## src/rtl/iee_pkg.sv

```systemverilog
// ----------------------------------------------------------------------------
// iee_pkg : shared types and constants of the infix expression evaluator
// Operator codes, character classes, status codes, FSM states and the
// command/status structs between controller and datapath.
// ----------------------------------------------------------------------------
package iee_pkg;

  // Default stack depth for both stacks
  localparam int unsigned IEE_STACK_DEPTH = 64;

  // Operand width and output packing
  localparam int unsigned DATA_W     = 32;
  localparam int unsigned STS_W      = 2;
  localparam int unsigned OUT_DATA_W = ((DATA_W + STS_W + 7) / 8) * 8;
  localparam int unsigned OPC_W      = 3;

  // ASCII codes that mean something to the evaluator
  localparam logic [7:0] CH_ZERO  = 8'd48;
  localparam logic [7:0] CH_NINE  = 8'd57;
  localparam logic [7:0] CH_PLUS  = 8'h2B;
  localparam logic [7:0] CH_MINUS = 8'h2D;
  localparam logic [7:0] CH_STAR  = 8'h2A;
  localparam logic [7:0] CH_SLASH = 8'h2F;
  localparam logic [7:0] CH_LPAR  = 8'h28;
  localparam logic [7:0] CH_RPAR  = 8'h29;

  // Codes held on the operator stack
  typedef enum logic [OPC_W-1:0] {
    OPC_ADD  = 3'd0,
    OPC_SUB  = 3'd1,
    OPC_MUL  = 3'd2,
    OPC_DIV  = 3'd3,
    OPC_LPAR = 3'd4
  } opc_e;

  // Character classes
  typedef enum logic [2:0] {
    CHR_DIGIT,
    CHR_ADDSUB,
    CHR_MULDIV,
    CHR_LPAR,
    CHR_RPAR,
    CHR_OTHER
  } chr_e;

  // Result status codes
  typedef enum logic [STS_W-1:0] {
    STS_OK       = 2'd0,
    STS_DIVZERO  = 2'd1,
    STS_OVERFLOW = 2'd2
  } sts_e;

  // Controller states
  typedef enum logic [3:0] {
    S_IDLE,
    S_DISPATCH,
    S_RED_RD,
    S_RED_LD,
    S_RED_EXEC,
    S_RED_DIV,
    S_RED_WB,
    S_POP_WAIT,
    S_FINAL,
    S_EMIT
  } ctrl_state_e;

  // Controller to datapath commands
  typedef struct packed {
    logic       opnd_push;  // push digit onto operand stack
    logic [3:0] digit;
    logic       opr_push;   // push operator code
    opc_e       opr_code;
    logic       opr_pop;    // drop top operator, fetch new top
    logic       top_ld;     // load fetched operator top
    logic       red_rd;     // reduction: pop operator, fetch second operand
    logic       red_ld;     // reduction: latch operands
    logic       red_exec;   // reduction: compute or start divider
    logic       red_wb;     // reduction: push result
    logic       emit;       // load result beat, clear stacks
  } iee_cmd_t;

  // Datapath to controller status
  typedef struct packed {
    logic opnd_ge2;
    logic opr_empty;
    opc_e opr_top;
    logic red_is_div;
    logic div_done;
    logic out_full;
  } iee_sts_t;

  // Classify one input character
  function automatic chr_e classify(input logic [7:0] sym);
    chr_e c;
    c = CHR_OTHER;
    if (sym >= CH_ZERO && sym <= CH_NINE) begin
      c = CHR_DIGIT;
    end else if (sym == CH_PLUS || sym == CH_MINUS) begin
      c = CHR_ADDSUB;
    end else if (sym == CH_STAR || sym == CH_SLASH) begin
      c = CHR_MULDIV;
    end else if (sym == CH_LPAR) begin
      c = CHR_LPAR;
    end else if (sym == CH_RPAR) begin
      c = CHR_RPAR;
    end
    return c;
  endfunction

endpackage

```

## src/rtl/iee_ram.sv

```systemverilog
// ----------------------------------------------------------------------------
// iee_ram : generic single-write, single-read RAM
// One write port and one read port, read data registered.
// ----------------------------------------------------------------------------
module iee_ram #(
  parameter int unsigned WIDTH = 8,
  parameter int unsigned DEPTH = 64
) (
  input  logic                     clk_i,
  input  logic                     we_i,
  input  logic [$clog2(DEPTH)-1:0] waddr_i,
  input  logic [WIDTH-1:0]         wdata_i,
  input  logic [$clog2(DEPTH)-1:0] raddr_i,
  output logic [WIDTH-1:0]         rdata_o
);

  logic [WIDTH-1:0] mem_q [DEPTH];
  logic [WIDTH-1:0] rdata_q;

  always_ff @(posedge clk_i) begin
    if (we_i) begin
      mem_q[waddr_i] <= wdata_i;
    end
    rdata_q <= mem_q[raddr_i];
  end

  assign rdata_o = rdata_q;

endmodule

```

## src/rtl/iee_div.sv

```systemverilog
// ----------------------------------------------------------------------------
// iee_div : iterative signed divider
// Restoring division on magnitudes, one quotient bit a cycle, truncating
// toward zero. A zero divisor finishes at once with quotient 0 and a flag.
// ----------------------------------------------------------------------------
module iee_div
  import iee_pkg::*;
(
  input  logic              clk_i,
  input  logic              rst_ni,
  input  logic              start_i,
  input  logic [DATA_W-1:0] num_i,
  input  logic [DATA_W-1:0] den_i,
  output logic              done_o,
  output logic [DATA_W-1:0] quot_o,
  output logic              dz_o
);

  localparam int unsigned SW = $clog2(DATA_W + 1);

  logic              busy_q, busy_d;
  logic              done_q, done_d;
  logic [SW-1:0]     step_q, step_d;
  logic [DATA_W-1:0] quo_q, quo_d;
  logic [DATA_W-1:0] rem_q, rem_d;
  logic [DATA_W-1:0] den_q, den_d;
  logic              neg_q, neg_d;
  logic              dz_q, dz_d;
  logic [DATA_W:0]   rem_sh;
  logic [DATA_W:0]   diff;

  // Shift-subtract step
  assign rem_sh = {rem_q, quo_q[DATA_W-1]};
  assign diff   = rem_sh - {1'b0, den_q};

  // Next state
  always_comb begin
    busy_d = busy_q;
    done_d = 1'b0;
    step_d = step_q;
    quo_d  = quo_q;
    rem_d  = rem_q;
    den_d  = den_q;
    neg_d  = neg_q;
    dz_d   = dz_q;
    if (start_i) begin
      if (den_i == '0) begin
        done_d = 1'b1;
        quo_d  = '0;
        neg_d  = 1'b0;
        dz_d   = 1'b1;
      end else begin
        busy_d = 1'b1;
        step_d = SW'(DATA_W);
        quo_d  = num_i[DATA_W-1] ? ('0 - num_i) : num_i;
        den_d  = den_i[DATA_W-1] ? ('0 - den_i) : den_i;
        rem_d  = '0;
        neg_d  = num_i[DATA_W-1] ^ den_i[DATA_W-1];
        dz_d   = 1'b0;
      end
    end else if (busy_q) begin
      if (!diff[DATA_W]) begin
        rem_d = diff[DATA_W-1:0];
        quo_d = {quo_q[DATA_W-2:0], 1'b1};
      end else begin
        rem_d = rem_sh[DATA_W-1:0];
        quo_d = {quo_q[DATA_W-2:0], 1'b0};
      end
      step_d = step_q - SW'(1);
      if (step_q == SW'(1)) begin
        busy_d = 1'b0;
        done_d = 1'b1;
      end
    end
  end

  // Control registers
  always_ff @(posedge clk_i or negedge rst_ni) begin
    if (!rst_ni) begin
      busy_q <= 1'b0;
      done_q <= 1'b0;
      step_q <= '0;
    end else begin
      busy_q <= busy_d;
      done_q <= done_d;
      step_q <= step_d;
    end
  end

  // Working registers
  always_ff @(posedge clk_i) begin
    quo_q <= quo_d;
    rem_q <= rem_d;
    den_q <= den_d;
    neg_q <= neg_d;
    dz_q  <= dz_d;
  end

  assign done_o = done_q;
  assign quot_o = neg_q ? ('0 - quo_q) : quo_q;
  assign dz_o   = dz_q;

endmodule

```

## src/rtl/iee_dp.sv

```systemverilog
// ----------------------------------------------------------------------------
// iee_dp : evaluator datapath
// Operand and operator stacks in RAM with cached tops, the reduction ALU,
// the divider, error flags and the result output register.
// ----------------------------------------------------------------------------
module iee_dp
  import iee_pkg::*;
#(
  parameter int unsigned STACK_DEPTH = IEE_STACK_DEPTH
) (
  input  logic              clk_i,
  input  logic              rst_ni,
  input  iee_cmd_t          cmd_i,
  output iee_sts_t          sts_o,
  output logic              out_valid_o,
  input  logic              out_ready_i,
  output logic [DATA_W-1:0] out_value_o,
  output logic [STS_W-1:0]  out_status_o
);

  localparam int unsigned CW = $clog2(STACK_DEPTH + 1);
  localparam int unsigned AW = $clog2(STACK_DEPTH);

  // Operand stack
  logic [CW-1:0]     opnd_cnt_q, opnd_cnt_d;
  logic [DATA_W-1:0] opnd_top_q, opnd_top_d;
  logic              opnd_full, opnd_ge2, opnd_ne0;
  logic [CW-1:0]     opnd_base;
  logic              opnd_we;
  logic [AW-1:0]     opnd_waddr;
  logic [DATA_W-1:0] opnd_wdata;
  logic [DATA_W-1:0] opnd_rdata;
  logic [DATA_W-1:0] digit_val;

  // Operator stack
  logic [CW-1:0]     opr_cnt_q, opr_cnt_d;
  opc_e              opr_top_q, opr_top_d;
  logic              opr_full, opr_empty, opr_pop;
  logic              opr_we;
  logic [CW-1:0]     opr_rd_idx;
  logic [OPC_W-1:0]  opr_rdata;

  // Reduction
  opc_e              op_q;
  logic [DATA_W-1:0] x_q, y_q;
  logic [DATA_W-1:0] res_q;
  logic [DATA_W-1:0] alu;
  logic              div_start, div_done, div_dz;
  logic [DATA_W-1:0] div_quot;

  // Errors and output
  logic [1:0]        err_q, err_d;
  logic              ovf_evt;
  logic              out_valid_q;
  logic [DATA_W-1:0] out_value_q;
  logic [STS_W-1:0]  out_status_q;
  sts_e              sts_code;

  assign opnd_full = (opnd_cnt_q == CW'(STACK_DEPTH));
  assign opnd_ge2  = (opnd_cnt_q >= CW'(2));
  assign opnd_ne0  = (opnd_cnt_q != '0);
  assign opnd_base = opnd_ge2 ? (opnd_cnt_q - CW'(2)) : '0;
  assign digit_val = {{(DATA_W-4){1'b0}}, cmd_i.digit};

  assign opr_full   = (opr_cnt_q == CW'(STACK_DEPTH));
  assign opr_empty  = (opr_cnt_q == '0);
  assign opr_pop    = cmd_i.opr_pop || cmd_i.red_rd;
  assign opr_rd_idx = opr_cnt_q - CW'(2);

  // Operand RAM ports: reduction result lands at the base of the popped pair
  assign opnd_we    = (cmd_i.opnd_push && !opnd_full) || cmd_i.red_wb;
  assign opnd_waddr = cmd_i.red_wb ? opnd_base[AW-1:0] : opnd_cnt_q[AW-1:0];
  assign opnd_wdata = cmd_i.red_wb ? res_q : digit_val;

  iee_ram #(
    .WIDTH (DATA_W),
    .DEPTH (STACK_DEPTH)
  ) u_opnd_ram (
    .clk_i   (clk_i),
    .we_i    (opnd_we),
    .waddr_i (opnd_waddr),
    .wdata_i (opnd_wdata),
    .raddr_i (opnd_base[AW-1:0]),
    .rdata_o (opnd_rdata)
  );

  assign opr_we = cmd_i.opr_push && !opr_full;

  iee_ram #(
    .WIDTH (OPC_W),
    .DEPTH (STACK_DEPTH)
  ) u_opr_ram (
    .clk_i   (clk_i),
    .we_i    (opr_we),
    .waddr_i (opr_cnt_q[AW-1:0]),
    .wdata_i (cmd_i.opr_code),
    .raddr_i (opr_rd_idx[AW-1:0]),
    .rdata_o (opr_rdata)
  );

  // Stack counts and cached tops
  always_comb begin
    opnd_cnt_d = opnd_cnt_q;
    opnd_top_d = opnd_top_q;
    if (cmd_i.emit) begin
      opnd_cnt_d = '0;
    end else if (cmd_i.red_wb) begin
      opnd_cnt_d = opnd_base + CW'(1);
      opnd_top_d = res_q;
    end else if (cmd_i.opnd_push && !opnd_full) begin
      opnd_cnt_d = opnd_cnt_q + CW'(1);
      opnd_top_d = digit_val;
    end
  end

  always_comb begin
    opr_cnt_d = opr_cnt_q;
    opr_top_d = opr_top_q;
    if (cmd_i.emit) begin
      opr_cnt_d = '0;
    end else if (opr_we) begin
      opr_cnt_d = opr_cnt_q + CW'(1);
      opr_top_d = cmd_i.opr_code;
    end else if (opr_pop && !opr_empty) begin
      opr_cnt_d = opr_cnt_q - CW'(1);
    end
    if (cmd_i.top_ld) begin
      opr_top_d = opc_e'(opr_rdata);
    end
  end

  // Error flags: bit 0 divide by zero, bit 1 overflow
  assign ovf_evt = (cmd_i.opnd_push && opnd_full) || (cmd_i.opr_push && opr_full);

  always_comb begin
    err_d = err_q;
    if (cmd_i.emit) begin
      err_d = '0;
    end else begin
      err_d[1] = err_q[1] | ovf_evt;
      err_d[0] = err_q[0] | (div_done && div_dz);
    end
  end

  always_ff @(posedge clk_i or negedge rst_ni) begin
    if (!rst_ni) begin
      opnd_cnt_q <= '0;
      opr_cnt_q  <= '0;
      err_q      <= '0;
    end else begin
      opnd_cnt_q <= opnd_cnt_d;
      opr_cnt_q  <= opr_cnt_d;
      err_q      <= err_d;
    end
  end

  // ALU for the non-dividing operators; an unclosed bracket reduces to 0
  always_comb begin
    case (op_q)
      OPC_ADD: alu = y_q + x_q;
      OPC_SUB: alu = y_q - x_q;
      OPC_MUL: alu = y_q * x_q;
      default: alu = '0;
    endcase
  end

  assign div_start = cmd_i.red_exec && (op_q == OPC_DIV);

  iee_div u_div (
    .clk_i   (clk_i),
    .rst_ni  (rst_ni),
    .start_i (div_start),
    .num_i   (y_q),
    .den_i   (x_q),
    .done_o  (div_done),
    .quot_o  (div_quot),
    .dz_o    (div_dz)
  );

  // Payload registers of the stacks and the reduction
  always_ff @(posedge clk_i) begin
    opnd_top_q <= opnd_top_d;
    opr_top_q  <= opr_top_d;
    if (cmd_i.red_rd) begin
      op_q <= opr_top_q;
    end
    if (cmd_i.red_ld) begin
      x_q <= opnd_ne0 ? opnd_top_q : '0;
      y_q <= opnd_ge2 ? opnd_rdata : '0;
    end
    if (cmd_i.red_exec && (op_q != OPC_DIV)) begin
      res_q <= alu;
    end else if (div_done) begin
      res_q <= div_quot;
    end
  end

  // Result beat
  always_comb begin
    if (err_q[1]) begin
      sts_code = STS_OVERFLOW;
    end else if (err_q[0]) begin
      sts_code = STS_DIVZERO;
    end else begin
      sts_code = STS_OK;
    end
  end

  always_ff @(posedge clk_i or negedge rst_ni) begin
    if (!rst_ni) begin
      out_valid_q <= 1'b0;
    end else if (cmd_i.emit) begin
      out_valid_q <= 1'b1;
    end else if (out_ready_i) begin
      out_valid_q <= 1'b0;
    end
  end

  always_ff @(posedge clk_i) begin
    if (cmd_i.emit) begin
      out_value_q  <= opnd_ne0 ? opnd_top_q : '0;
      out_status_q <= sts_code;
    end
  end

  assign out_valid_o  = out_valid_q;
  assign out_value_o  = out_value_q;
  assign out_status_o = out_status_q;

  // Status to the controller
  assign sts_o.opnd_ge2   = opnd_ge2;
  assign sts_o.opr_empty  = opr_empty;
  assign sts_o.opr_top    = opr_top_q;
  assign sts_o.red_is_div = (op_q == OPC_DIV);
  assign sts_o.div_done   = div_done;
  assign sts_o.out_full   = out_valid_q && !out_ready_i;

endmodule

```

## src/rtl/iee_ctrl.sv

```systemverilog
// ----------------------------------------------------------------------------
// iee_ctrl : evaluator controller
// Takes characters, decides on pushes and reductions by precedence and
// sequences each reduction and the final emit through the datapath.
// ----------------------------------------------------------------------------
module iee_ctrl
  import iee_pkg::*;
(
  input  logic       clk_i,
  input  logic       rst_ni,
  input  logic       s_valid_i,
  output logic       s_ready_o,
  input  logic [7:0] s_symbol_i,
  input  logic       s_last_i,
  input  iee_sts_t   sts_i,
  output iee_cmd_t   cmd_o
);

  ctrl_state_e state_q, state_d;
  logic [7:0]  sym_q;
  logic        last_q;
  logic        fin_q, fin_d;
  logic        once_q, once_d;
  logic        accept;
  chr_e        chr;
  opc_e        sym_opc;
  logic        red_go;
  logic        pop_go;
  ctrl_state_e after_char;

  assign s_ready_o = (state_q == S_IDLE);
  assign accept    = s_valid_i && s_ready_o;

  // Decode of the held character against the operator stack top
  always_comb begin
    chr     = classify(sym_q);
    red_go  = 1'b0;
    pop_go  = 1'b0;
    sym_opc = OPC_LPAR;
    case (chr)
      CHR_ADDSUB: begin
        sym_opc = (sym_q == CH_PLUS) ? OPC_ADD : OPC_SUB;
        red_go  = !sts_i.opr_empty && (sts_i.opr_top != OPC_LPAR) && sts_i.opnd_ge2;
      end
      CHR_MULDIV: begin
        sym_opc = (sym_q == CH_STAR) ? OPC_MUL : OPC_DIV;
        red_go  = !once_q && !sts_i.opr_empty &&
                  (sts_i.opr_top == OPC_MUL || sts_i.opr_top == OPC_DIV);
      end
      CHR_RPAR: begin
        red_go = !sts_i.opr_empty && (sts_i.opr_top != OPC_LPAR);
        pop_go = !sts_i.opr_empty && (sts_i.opr_top == OPC_LPAR);
      end
      default: begin
      end
    endcase
    after_char = last_q ? S_FINAL : S_IDLE;
  end

  // Next state
  always_comb begin
    state_d = state_q;
    unique case (state_q)
      S_IDLE: begin
        if (accept) begin
          state_d = S_DISPATCH;
        end
      end
      S_DISPATCH: begin
        if (red_go) begin
          state_d = S_RED_RD;
        end else if (pop_go) begin
          state_d = S_POP_WAIT;
        end else begin
          state_d = after_char;
        end
      end
      S_RED_RD:   state_d = S_RED_LD;
      S_RED_LD:   state_d = S_RED_EXEC;
      S_RED_EXEC: state_d = sts_i.red_is_div ? S_RED_DIV : S_RED_WB;
      S_RED_DIV: begin
        if (sts_i.div_done) begin
          state_d = S_RED_WB;
        end
      end
      S_RED_WB:   state_d = fin_q ? S_FINAL : S_DISPATCH;
      S_POP_WAIT: state_d = after_char;
      S_FINAL:    state_d = sts_i.opr_empty ? S_EMIT : S_RED_RD;
      S_EMIT: begin
        if (!sts_i.out_full) begin
          state_d = S_IDLE;
        end
      end
      default:    state_d = S_IDLE;
    endcase
  end

  // Commands
  always_comb begin
    cmd_o          = '0;
    cmd_o.opr_code = sym_opc;
    cmd_o.digit    = 4'(sym_q - CH_ZERO);
    unique case (state_q)
      S_DISPATCH: begin
        case (chr)
          CHR_DIGIT:  cmd_o.opnd_push = 1'b1;
          CHR_ADDSUB,
          CHR_MULDIV: cmd_o.opr_push  = !red_go;
          CHR_LPAR:   cmd_o.opr_push  = 1'b1;
          CHR_RPAR:   cmd_o.opr_pop   = !red_go && pop_go;
          default: begin
          end
        endcase
      end
      S_RED_RD:   cmd_o.red_rd = 1'b1;
      S_RED_LD: begin
        cmd_o.red_ld = 1'b1;
        cmd_o.top_ld = 1'b1;
      end
      S_RED_EXEC: cmd_o.red_exec = 1'b1;
      S_RED_WB:   cmd_o.red_wb   = 1'b1;
      S_POP_WAIT: cmd_o.top_ld   = 1'b1;
      S_EMIT:     cmd_o.emit     = !sts_i.out_full;
      default: begin
      end
    endcase
  end

  // Phase flags: final reduction running, a reduction already started for the held character
  always_comb begin
    fin_d  = fin_q;
    once_d = once_q;
    if (accept) begin
      fin_d  = 1'b0;
      once_d = 1'b0;
    end else begin
      if (state_d == S_FINAL) begin
        fin_d = 1'b1;
      end
      if (state_q == S_DISPATCH && red_go) begin
        once_d = 1'b1;
      end
    end
  end

  always_ff @(posedge clk_i or negedge rst_ni) begin
    if (!rst_ni) begin
      state_q <= S_IDLE;
      fin_q   <= 1'b0;
      once_q  <= 1'b0;
    end else begin
      state_q <= state_d;
      fin_q   <= fin_d;
      once_q  <= once_d;
    end
  end

  // Held character
  always_ff @(posedge clk_i) begin
    if (accept) begin
      sym_q  <= s_symbol_i;
      last_q <= s_last_i;
    end
  end

endmodule

```

## src/rtl/infix_expression_evaluator_top.sv

```systemverilog
// ----------------------------------------------------------------------------
// A character without reductions goes from S_DISPATCH back to S_IDLE, a ')'
// that drops its '(' through S_POP_WAIT too. Each reduction runs S_RED_RD,
// S_RED_LD, S_RED_EXEC and S_RED_WB, a division also waits in S_RED_DIV on
// the shared divider (one quotient bit a cycle; a zero divisor ends at once).
// A final character runs the reductions left, then S_FINAL and S_EMIT, which
// waits while the previous beat is held. A new character is taken only in S_IDLE.
// Reset (rst_ni low, asynchronous) empties both stacks and clears errors.
// ----------------------------------------------------------------------------
// infix_expression_evaluator_top : two-stack infix expression evaluator
// Evaluates single-digit infix expressions with + - * / and brackets in
// 32-bit wrapping arithmetic, one result beat per expression.
// ----------------------------------------------------------------------------
module infix_expression_evaluator_top
  import iee_pkg::*;
#(
  parameter int unsigned STACK_DEPTH = IEE_STACK_DEPTH
) (
  input  logic                  clk_i,
  input  logic                  rst_ni,
  input  logic                  s_axis_tvalid,
  output logic                  s_axis_tready,
  input  logic [7:0]            s_axis_tdata,   // [7:0] symbol
  input  logic                  s_axis_tlast,   // last
  output logic                  m_axis_tvalid,
  input  logic                  m_axis_tready,
  output logic [OUT_DATA_W-1:0] m_axis_tdata    // [31:0] value, [33:32] status
);

  iee_cmd_t          cmd;
  iee_sts_t          sts;
  logic [DATA_W-1:0] out_value;
  logic [STS_W-1:0]  out_status;

  iee_ctrl u_ctrl (
    .clk_i      (clk_i),
    .rst_ni     (rst_ni),
    .s_valid_i  (s_axis_tvalid),
    .s_ready_o  (s_axis_tready),
    .s_symbol_i (s_axis_tdata),
    .s_last_i   (s_axis_tlast),
    .sts_i      (sts),
    .cmd_o      (cmd)
  );

  iee_dp #(
    .STACK_DEPTH (STACK_DEPTH)
  ) u_dp (
    .clk_i        (clk_i),
    .rst_ni       (rst_ni),
    .cmd_i        (cmd),
    .sts_o        (sts),
    .out_valid_o  (m_axis_tvalid),
    .out_ready_i  (m_axis_tready),
    .out_value_o  (out_value),
    .out_status_o (out_status)
  );

  // Pack the result beat
  assign m_axis_tdata = {{(OUT_DATA_W-DATA_W-STS_W){1'b0}}, out_status, out_value};

  // At most one datapath action a cycle, the operator top load apart
  a_one_cmd: assert property (@(posedge clk_i) disable iff (!rst_ni)
    $onehot0({cmd.opnd_push, cmd.opr_push, cmd.opr_pop, cmd.red_rd,
              cmd.red_ld, cmd.red_exec, cmd.red_wb, cmd.emit}))
    else $error("more than one datapath command in a cycle");

  // A character is held for processing, so ready drops after each beat
  a_accept_busy: assert property (@(posedge clk_i) disable iff (!rst_ni)
    s_axis_tvalid && s_axis_tready |=> !s_axis_tready)
    else $error("input taken while previous character in progress");

  // Operand fetch follows the operator pop
  a_red_seq: assert property (@(posedge clk_i) disable iff (!rst_ni)
    cmd.red_rd |=> cmd.red_ld)
    else $error("reduction sequence broken");

  // An emit always shows up on the output
  a_emit_out: assert property (@(posedge clk_i) disable iff (!rst_ni)
    cmd.emit |=> m_axis_tvalid)
    else $error("emitted result not presented");

endmodule
```

## config.mk

```make
export PLATFORM = sky130hd
export DESIGN_NAME = infix_expression_evaluator_top
export DESIGN_NICKNAME = d
export VERILOG_FILES = /design/src/rtl/iee_pkg.sv /design/src/rtl/iee_ram.sv /design/src/rtl/iee_div.sv /design/src/rtl/iee_dp.sv /design/src/rtl/iee_ctrl.sv /design/src/rtl/infix_expression_evaluator_top.sv
export SDC_FILE = /design/constraint.sdc
export NUM_CORES = 2
export LEC_CHECK = 0
export BUFFER_PORTS_ARGS = -buffer_cell sky130_fd_sc_hd__buf_4
export CAP_MARGIN = 25
export CORE_MARGIN = 2
export CORE_UTILIZATION = 50
export DETAILED_ROUTE_END_ITERATION = 10
export GPL_TIMING_DRIVEN = 0
export HOLD_SLACK_MARGIN = 0.1
export MAX_ROUTING_LAYER = met4
export PLACE_DENSITY = 0.69
export SLEW_MARGIN = 20
export SYNTH_ARGS = -nofsm -noshare
export SYNTH_HDL_FRONTEND = slang
export SYNTH_SLANG_ARGS = --single-unit
export TNS_END_PERCENT = 1
```

## constraint.sdc

```tcl
create_clock -name clk_i -period 7.1 [get_ports clk_i]
set_clock_uncertainty 0.15 [all_clocks]
set_input_delay 0.71 -clock clk_i [delete_from_list [all_inputs] [get_ports clk_i]]
set_output_delay 0.71 -clock clk_i [all_outputs]
set_load 0.01 [all_outputs]
```

==> flow_summary.ini <==
[yosys]
ys_ff_latch = 2581
synth.area.top_cells = edfxtp_1 (61%), nand2_1 (6.8%), fa_1 (6.6%), nand3_1 (4.4%), and2_1 (2.4%)
netlist_area_um2 = 123800
post-synth-top-area-cell = edfxtp_1
syn_area_per_cell_um2 = 12.20
ys_seq_area_frac = 0.6220
yosys_most_used_dff = edfxtp_1
synth_edf_count = 2515
yosysTopAreaCellShare = 0.6101
synth.most_common_cell = edfxtp_1
syn_inst = 10140
async_flop_share = 0.01201
yosysUniqueCellTypes = 83
synth_commonest_cells = edfxtp_1 (2515), nand2_1 (2228), nand3_1 (1080)
yosys_warnings = 0

[final_layout]
fin_util = 0.5783
fillers = 19440
area_growth_syn_to_layout_pct = 15.01
layout-drive-gt1-share = 0.1003
multi_input_area_um2 = 43470
regArea_um2 = 77000
nets = 11340

[setup_path]
crit_path_max_fanout = 10
max_stage_delay_ps = 520
crit_arrival_ps = 8430
crit_top_cell = fa_1
end_kind = register
cp_top_family = adder cells
critPathBufInv = 6
cpMaxStageDelayCell = edfxtp_1
crit_type = register to register
critPathLaunchType = register
critPathRequiredTime_ps = 7560

[timing]
rsz0062_at_grt = true
fin_crit_sh = 1.122
worstMarginPinSlew_ps = 1196
slew_viol_final = 0
relSlewSlack = 0.1973
fmax_mhz = 125.5
fin_hold_ws_ps = 334.2
fin_ws_ps = -867.3
setup_viol = 18
min_period_ps = 7967
finalHoldViolCount = 0

[grt]
grt_pass1_vias = 85200
grt_remaining_overflow = 0
antenna_found_initial = 28
globalRouteTotalUtil = 0.3303
grt_pass1_wl_um = 581600
grt_max_degree = 65

[drt]
routed_wl_um = 406500
first_iter_violations = 12440
drc = 0
first_pass_iters = 9
postRouteAntennaNets = 0
wl_per_cell_um = 28.56
viasPerCell = 6.127
num_vias = 87210

[placed_design]
hpwl_um = 291900
port_buffers = 48
gp_congestion = 1.051

[clock_network]
tritoncts = done
clock-sinks = 2581
cts-root-buf = clkbuf_16
htreeDepth = 5
cts_buffers = 286
cts_buffer_depth = 4
cts.clk_slew.worst_paths_ps = 60
clock_latency_ps = 980

[floorplanning]
core_um2 = 246200
num_rows = 182
start_util = 0.5029
die_area_um2 = 251600
ios = 55
die_w_um = 501.6
die_h_um = 501.6

[job]
maxCapViolCount = 0

[min_path]
min_path_type = input pin to register

[status]
status = complete, but fails checks
violations = negative setup slack
==> final cells by class <==
| type | instances | area share |
|---|---|---|
| Sequential cell | 2581 | 0.5408 |
| Multi-Input combinational cell | 6427 | 0.3054 |
| Clock buffer | 345 | 0.05278 |
| Tap cell | 3312 | 0.02911 |
| Timing Repair Buffer | 292 | 0.02858 |
| Buffer | 667 | 0.02311 |
| Inverter | 456 | 0.01203 |
| Clock inverter | 134 | 0.007831 |
| Antenna cell | 19 | 0.0003340 |
==> metal layers <==
metal  up-vias  global-route usage  wire length [um]  part of all wire
met5         -                   -                 0                 0
met4         0              0.1684             25440             0.063
met3      1065             0.06983             45260              0.11
met1     43290              0.4224            151300              0.37
li1      37460                   -                 -                 -
met2      5393              0.5001            184500              0.45
==> kinds of logic (layout without fill, tap and decap cells) <==
kind of cell | count (synthesis) | after routing | share of synthesized area
XOR/XNOR | 259 | 259 | 0.01844
adder cells (fa/ha/maj) | 615 | 615 | 0.08708
other | 1 | 25 | 0.00003029
flip-flops | 2581 | 2581 | 0.6220
AO/OA/AOI/OAI | 1146 | 1146 | 0.06662
multiplexers | 80 | 80 | 0.01258
AND/OR/NAND/NOR | 4321 | 4321 | 0.1578
buffers and inverters | 1140 | 1894 | 0.03541
==> stage by stage <==
stage,area (um2),setup slack [ps],std cells,TNS (ps)
after detailed placement,131800,-2314,13640,-38410
final,142400,-867.3,14230,-10440
after floorplan,123900,-178.8,10150,-419.0
after global routing,142300,-988.5,14220,-13020
after CTS,142100,-779.3,14190,-9260
after global placement,128400,-2428,13510,-1947730
==> placed cells by master (no fill, tap or decap), drive strengths merged, types with 20 or more instances in the layout <==
master / instances
inv: 463
a311oi: 324
o21ai: 120
xor2: 122
dfxtp: 35
o21a: 20
nand2b: 32
a31oi: 75
nand3: 1080
a21o: 40
nor3: 42
nor2b: 56
and2: 478
edfxtp: 2515
a211oi: 186
dfrtp: 31
buf: 401
mux4: 60
and3: 43
nor2: 246
or3: 31
o31ai: 61
clkinv: 101
ha: 204
xnor2: 136
fa: 411
clkbuf: 889
a21oi: 201
nand2: 2228
==> repair_timing <==
| item | CTS | global route |
|---|---|---|
| pin swaps | 52 | 22 |
| hold buffers | 14 | 0 |
| endpoints found under the hold margin | 42 | 0 |
| resized for setup | 244 | 43 |
| endpoints found under the setup margin | 24 | 22 |
| setup buffers | 82 | 17 |
==> worst paths after layout <==
check                                               startpoint                             to  slack [ps]  depth (start not counted)
max                                  u_dp.y_q[5]$_SDFFCE_PP0P_       u_dp.res_q[29]$_DFFE_PP_        -870                         25
min                                            s_axis_tdata[4]      u_ctrl.sym_q[4]$_DFFE_PP_         330                          2
max reg2reg                          u_dp.y_q[5]$_SDFFCE_PP0P_       u_dp.res_q[29]$_DFFE_PP_        -870                         25
min reg2reg                u_dp.u_opnd_ram.rdata_o[20]$_DFF_P_     u_dp.y_q[20]$_SDFFCE_PP0P_         360                          1
max in group asynchronous                               rst_ni  u_dp.opr_cnt_q[6]$_DFFE_PN0P_        4840                          4
min in group asynchronous                               rst_ni  u_dp.opr_cnt_q[5]$_DFFE_PN0P_         620                          3
==> state kept, by name, indices dropped and copies added, names as in the netlist, 6 cells and up <==
register	cells
u_dp.u_opr_ram.mem_q	192
u_dp.y_q	32
u_dp.u_div.step_q	6
u_dp.opnd_cnt_q	7
u_dp.opr_cnt_q	7
u_dp.u_div.quo_q	32
u_dp.u_div.den_q	32
u_dp.u_div.rem_q	32
u_dp.u_opnd_ram.rdata_o	32
u_dp.opnd_top_q	32
u_ctrl.sym_q	8
u_dp.u_opnd_ram.mem_q	2048
u_dp.res_q	32
u_dp.x_q	32
u_dp.out_value_o	32
==> worst reg2reg max path, cell delays in order, from the launching register on <==
cell and delay (ps):
edfxtp_1 520, clkbuf_16 240, buf_4 130, clkbuf_4 260, nand2_1 110, fa_1 500
inv_1 60, fa_1 430, fa_1 500, inv_1 60, fa_1 490, inv_1 60
fa_1 450, ha_1 310, fa_1 510, fa_1 440, ha_1 360, a21oi_2 230
nor2_1 80, a211o_1 320, or3_4 360, o211ai_1 260, nand3b_1 170, xor2_2 210
a221oi_2 380, a21oi_1 90
Power is left out: the tool's default activity adds up to more than one toggle a clock period on the data nets, which glitch-free logic cannot reach.
